--- src/design/dpba_pkg.sv ---
// Shared types and constants of the dual-pool bitmap allocator.
// Used by the top level, the word unit, the sequencer and the testbench; depends on nothing.
package dpba_pkg;

  localparam int IDX_W = 13;
  localparam int CNT_W = 14;
  localparam int CFG_W = 13;
  localparam logic [CFG_W-1:0] CFG_RESET = 13'd76;

  localparam int BLOCK_COUNT_DEF   = 8192;
  localparam int INODE_COUNT_DEF   = 1024;
  localparam int MAP_WORD_BITS_DEF = 32;

  typedef enum logic {
    CMD_ALLOC = 1'b0,
    CMD_FREE  = 1'b1
  } cmd_t;

  typedef enum logic {
    POOL_DATA  = 1'b0,
    POOL_INODE = 1'b1
  } pool_t;

  typedef enum logic [1:0] {
    ST_OK           = 2'd0,
    ST_FULL         = 2'd1,
    ST_RANGE        = 2'd2,
    ST_ALREADY_FREE = 2'd3
  } status_t;

  typedef enum logic [2:0] {
    S_CLEAR,
    S_IDLE,
    S_SCAN,
    S_FREE_CHK,
    S_FINISH
  } state_t;

  typedef enum logic {
    OP_FIND_SET,
    OP_CLEAR_BIT
  } unit_op_t;

  typedef struct packed {
    logic found;
    logic bit_set;
  } unit_flags_t;

  typedef struct packed {
    cmd_t             command;
    pool_t            pool;
    logic [IDX_W-1:0] entry_index;
  } req_t;

  typedef struct packed {
    status_t          status;
    logic [IDX_W-1:0] granted_index;
    logic [CNT_W-1:0] free_count;
  } rsp_t;

  typedef logic [CFG_W-1:0] cfg_word_t;

endpackage

--- src/design/dpba_word_unit.sv ---
// Shared word unit: lowest clear bit inside a bit window, and set or clear of one bit.
// Uses dpba_pkg for the operation code and the flag struct.
module dpba_word_unit #(
  parameter int MAP_WORD_BITS = dpba_pkg::MAP_WORD_BITS_DEF
) (
  input  dpba_pkg::unit_op_t                op,
  input  logic [MAP_WORD_BITS-1:0]          word,
  input  logic [$clog2(MAP_WORD_BITS)-1:0]  lo_bit,
  input  logic [$clog2(MAP_WORD_BITS)-1:0]  hi_bit,
  input  logic [$clog2(MAP_WORD_BITS)-1:0]  sel_bit,
  output logic [$clog2(MAP_WORD_BITS)-1:0]  first_pos,
  output logic [MAP_WORD_BITS-1:0]          word_out,
  output dpba_pkg::unit_flags_t             flags
);

  localparam int SH = $clog2(MAP_WORD_BITS);

  logic [MAP_WORD_BITS-1:0] avail;
  logic [SH-1:0]            tgt;
  logic [MAP_WORD_BITS-1:0] onehot;

  always_comb begin
    for (int b = 0; b < MAP_WORD_BITS; b++) begin
      avail[b] = !word[b] && (SH'(b) >= lo_bit) && (SH'(b) <= hi_bit);
    end
    // Scan downward so the lowest free bit wins.
    first_pos = '0;
    for (int b = MAP_WORD_BITS - 1; b >= 0; b--) begin
      if (avail[b]) begin
        first_pos = SH'(b);
      end
    end
    flags.found   = |avail;
    flags.bit_set = word[sel_bit];
    tgt    = (op == dpba_pkg::OP_FIND_SET) ? first_pos : sel_bit;
    onehot = MAP_WORD_BITS'(1) << tgt;
    word_out = (op == dpba_pkg::OP_FIND_SET) ? (word | onehot) : (word & ~onehot);
  end

endmodule

--- config.mk ---
export PLATFORM = sky130hd
export DESIGN_NAME = dpba_word_unit
export DESIGN_NICKNAME = d
export VERILOG_FILES = /design/src/design/dpba_pkg.sv /design/src/design/dpba_word_unit.sv
export SDC_FILE = /design/constraint.sdc
export NUM_CORES = 1
export LEC_CHECK = 0
export BUFFER_PORTS_ARGS = -buffer_cell sky130_fd_sc_hd__buf_2
export CORE_AREA = 2 2 81 83
export DETAILED_ROUTE_END_ITERATION = 8
export DIE_AREA = 0 0 83 85
export GPL_TIMING_DRIVEN = 1
export PLACE_DENSITY = 0.65
export SYNTH_ARGS = -nofsm -noshare
export SYNTH_HDL_FRONTEND = slang
export SYNTH_SLANG_ARGS = --single-unit
--- constraint.sdc ---
create_clock -name vclk -period 5.1
set_input_delay 0.51 -clock vclk [all_inputs]
set_output_delay 0.51 -clock vclk [all_outputs]
set_load 0.01 [all_outputs]
# Word-level counts from Yosys, hierarchy flattened
# Cells that the tools add are included.
# word_totals
word_cells	202
reg_bits	0
inputBits	48
# op_classes
n_mux	36
reduce_logical	97
n_lt_le_gt_ge	65
n_shift	1
bitwise_logic	3
# op_table
operator	count
5-bit 2-to-1 mux	33
5-bit >= comparator, first input constant	16
5-bit less-or-equal comparator, first input constant	16
1-bit logical AND	64
4-bit by 5-bit >= comparator with 1-bit output, first input constant	8
4-bit by 5-bit less-or-equal comparator with 1-bit output, first input constant	8
32-bit AND	1
1-bit zero test	32
32-bit 2-to-1 mux	1
32-bit NOT	1
32-bit OR	1
32-bit OR reduction	1
1-bit by 5-bit left shift with 32-bit output, first input constant	1
3-bit by 5-bit >= comparator with 1-bit output, first input constant	4
3-bit by 5-bit less-or-equal comparator with 1-bit output, first input constant	4
1-bit by 5-bit >= comparator with 1-bit output, first input constant	2
2-bit by 5-bit >= comparator with 1-bit output, first input constant	2
1-bit by 5-bit less-or-equal comparator with 1-bit output, first input constant	2
2-bit by 5-bit less-or-equal comparator with 1-bit output, first input constant	2
5-bit by 6-bit < comparator with 1-bit output, second input constant	1
1-bit binary-select mux with 5-bit select	1
1-bit 2-to-1 mux	1

# Longest topological paths before layout
# logic_depth
word_depth	40
depth_mapped	13
depth_no_buf	10

# Least setup slack after synthesis
# No wires, ideal clock.
# synth_timing
path_kind	input -> output
start	in lo_bit[0]
end	out word_out[31]
path_buffers	2
slack_ns	1.643
cell_stages	11
required_ns	4.590
arrival_time_ns	2.947
path_cell_list	buf_2 > and3_1 > buf_2 > a2111o_1 > a211o_1 > o211ai_1 > a21oi_1 > o31a_4 > a21oi_4 > and2b_1 > mux2_1
# synth_between
elab_chain_len	40
# synth_lines
item	line_no	text
from (decl)	dpba_word_unit.sv:8	input logic [$clog2(MAP_WORD_BITS)-1:0] lo_bit,
5-bit >= comparator	dpba_word_unit.sv:24	avail[b] = !word[b] && (SH'(b) >= lo_bit) && (SH'(b) <= hi_bit);
1-bit logical AND (2 in a row)	dpba_word_unit.sv:24	
5-bit 2-to-1 mux (31 in a row)	dpba_word_unit.sv:29	if (avail[b]) begin
5-bit 2-to-1 mux (*)	dpba_word_unit.sv:29	
5-bit 2-to-1 mux (*)	dpba_word_unit.sv:35	tgt = (op == dpba_pkg::OP_FIND_SET) ? first_pos : sel_bit;
1-bit by 5-bit left shift with 32-bit output (*)	dpba_word_unit.sv:36	onehot = MAP_WORD_BITS'(1) << tgt;
32-bit NOT	dpba_word_unit.sv:37	word_out = (op == dpba_pkg::OP_FIND_SET) ? (word | onehot) : (word & ~onehot);
32-bit AND	dpba_word_unit.sv:37	
32-bit 2-to-1 mux (*)	dpba_word_unit.sv:37	
to (decl)	dpba_word_unit.sv:12	output logic [MAP_WORD_BITS-1:0] word_out,
# Every way passes the cells marked *; elsewhere a longest branch is shown, timed or not.

# Worst setup path after layout
# layout_timing
start	in hi_bit[4]
end	out word_out[29]
# layout_between
elab_chain_len	39
# layout_lines
item	line_no	text
from (decl)	dpba_word_unit.sv:9	input logic [$clog2(MAP_WORD_BITS)-1:0] hi_bit,
5-bit less-or-equal comparator	dpba_word_unit.sv:24	
1-bit logical AND	dpba_word_unit.sv:24	
5-bit 2-to-1 mux (31 in a row)	dpba_word_unit.sv:29	
5-bit 2-to-1 mux (*)	dpba_word_unit.sv:29	
5-bit 2-to-1 mux (*)	dpba_word_unit.sv:35	
1-bit by 5-bit left shift with 32-bit output (*)	dpba_word_unit.sv:36	
32-bit NOT	dpba_word_unit.sv:37	
32-bit AND	dpba_word_unit.sv:37	
32-bit 2-to-1 mux (*)	dpba_word_unit.sv:37	
# Marked as above.

==> run summary <==
The flow ran to the end, and the final reports show no timing, DRC or antenna violations. In the final layout, flip-flops and latches occupy 0 sq um. STA classifies the critical path startpoint as an input port. The routed design could run at a clock period as short as 4.11 ns. Prior to clock tree synthesis, the placed netlist has a worst setup slack of 1.03 ns.

STA puts the critical path data required time at 4.59 ns. The final max-slew violation count came out at 0. Buffers placed on the I/O ports in this run total 87.

Summed over all layers, the global routing overflow is 0. The tools report the DRC violations left as 0. For this design the top-level I/O count stands at 87. The run gives 0 as the hold violation total from the final report. In the routed layout, each cell is associated on average with a via count of 7.06. In the layout the commonest cells are sky130_fd_sc_hd__buf_2, sky130_fd_sc_hd__nor2_1, sky130_fd_sc_hd__nand2_1. STA puts the critical path data arrival time at 3.60 ns. Once the clock tree was built, the setup fixing pass inserted 0 buffers.

The first global-routing pass estimated 15800 microns of wire. The post-synthesis cell area was 2590 sq um; the maximum frequency from static timing analysis was 243 MHz. The endpoint kind of the worst setup timing path was a primary output. The post-route worst setup slack is 0.988 ns, and the ratio of final minimum period to clock period is 0.806.

The class of the tightest hold or removal check was input port to primary output. The pre-antenna-repair detailed-routing pass consisted of 5 iterations. During synthesis, Yosys emitted a total of 0 warnings. Detailed placement finished with a half-perimeter wire length of 7940 microns. The tools report the effective utilization at floorplan as 0.417. In this design, the critical path's most frequently occurring cell is sky130_fd_sc_hd__buf_2.

The share of layout cells above drive strength 1 is 0.353. Traced cell by cell, the critical path runs through buf_2 > nand2_1 > a2111oi_4 > a211oi_1 > o311a_1 > o31ai_2 > o2111ai_2 > a21oi_2 > and2b_1 > mux2_4 > buf_2. For the reported max-cap violation count, the log shows 0.

The type of the worst setup path was input port to primary output. The via count was 3403; the number of buffers inserted for hold repair after clock tree synthesis was 0. The cell area power density was 124 nW/um^2; the count of final setup violators was 0. In this run the horizontal extent of the chip is 83 microns.

The critical path contains buffers and inverters numbering 2 combined. Along the worst path, the maximum fanout reaches 24. At the pin with the least slew margin, the transition time is 0.693 ns. From synthesis to final layout, the design area changed by 14.6%.

The met3 layer wire length in the routed design came out at 919 microns. Setup repair after global routing left no endpoint under its margin. Summed over all cells, the static leakage comes to 1.13 nW. In this run the remaining antenna-violating nets after routing total 0. The average size of a mapped cell is 7.47 sq um.

The number of antenna violations at the first check in global routing was 0; the standard cell core area was 6200 sq um. In this design, the stage delay of the slowest critical-path cell is 0.46 ns. The run gives 0.268 as the global-route total usage across every layer. The tools report the worst slew margin relative to its limit as 0.537.

In the detailed route, the total length drawn on met2 is 4750 microns. The detail-routed net length per standard cell came out at 21.1 microns. Entering global routing, the biggest net connects 29 pins. Height of the die: 85 microns. The standard-cell row count was 29. The number of sequential cells was 0; the number of DRC markers after the initial detailed-route iteration was 393. The cell count after synthesis came out at 346. At the end of routability-driven placement, the weighted congestion stood at 0.925. The standard cell with the maximum stage delay on the critical path is sky130_fd_sc_hd__a2111oi_4. Once the clock tree was built, the resizer swapped 0 gates to a different size. The net count after synthesis was 394. The number of clock buffer instances in the layout was 0; the proportion of synthesized chip area in sequential cells was 0. The detailed router used layers up to and including met4.

The worst-case IR drop observed on VDD is 53.9 uV. Count of antenna diodes in the layout: 0. Via count of the first global-routing pass: 3009.

The number of unique standard cell types used by synthesis came out at 93. The most common library cell in the layout ignoring fill and taps was sky130_fd_sc_hd__buf_2. The final layout contains routed wiring with a total length of 10100 microns.

At the end of the flow, the number of nets in the layout was 455. The routed length on met1 was 4110 microns; the area of the die was 7060 sq um. The cell family contributing the most delay on the critical path is compound AO/OA/AOI/OAI gates.

Setup total negative slack on the finished layout was measured at 0 ns.
## synth_stat cells (all sizes together) (8+ instances only)
library cell,count,area (sq um)
o21ai,24,124
nor2,22,85.1
a21oi,21,128
nand2,21,78.8
buf,20,125
nor3,19,100
inv,16,60.1
a31oi,13,111
a211oi,12,95.1
nand3,11,55.1
a2111oi,10,129
mux4,10,225
or3,9,56.3
clkbuf,8,30.0
o2bb2ai,8,70.1
## through the flow
stage	hold WS (ns)	power [mW]	cells	utilization	area, sq um
5_1_grt	1.38	0.393	482	0.478	2960
3_5_place_dp	1.35	0.359	482	0.478	2960
6_report	1.35	0.368	482	0.478	2960
3_3_place_gp	1.37	0.357	482	0.478	2960
4_1_cts	1.35	0.360	482	0.478	2960
2_1_floorplan	1.13	0.253	346	-	2590
## final timing paths
kind	start	slack, ns	to	cells after the start
setup / recovery	hi_bit[4]	0.99	word_out[29]	11
hold / removal	word[16]	1.35	word_out[16]	3
## where the power goes
part	internal, mW	switching, mW	total, mW
combinational	0.137	0.231	0.368
clock	0	0	0
sequential	0	0	0
## area by class of cell
class / instances / area [sq um]
inverters: 16 / 60.1
fillers: 646 / 3240
well taps: 77 / 96.3
multi-input cells: 302 / 2370
repair buffers: 87 / 435
## cells by family (layout without fill, tap and decap cells)
group | after synthesis | count (layout) | share of synthesized area
compound gates | 155 | 155 | 0.512
buf+inv | 44 | 103 | 0.0832
mux | 13 | 13 | 0.102
simple gates | 134 | 134 | 0.303
## routing by layer
metal | vias to the layer above | track usage
met4 | 0 | 0.0954
met5 | - | 0
li1 | 1546 | -
met2 | 219 | 0.438
met1 | 1606 | 0.372
met3 | 32 | 0.0224
Power figures use the tool's default switching activity.
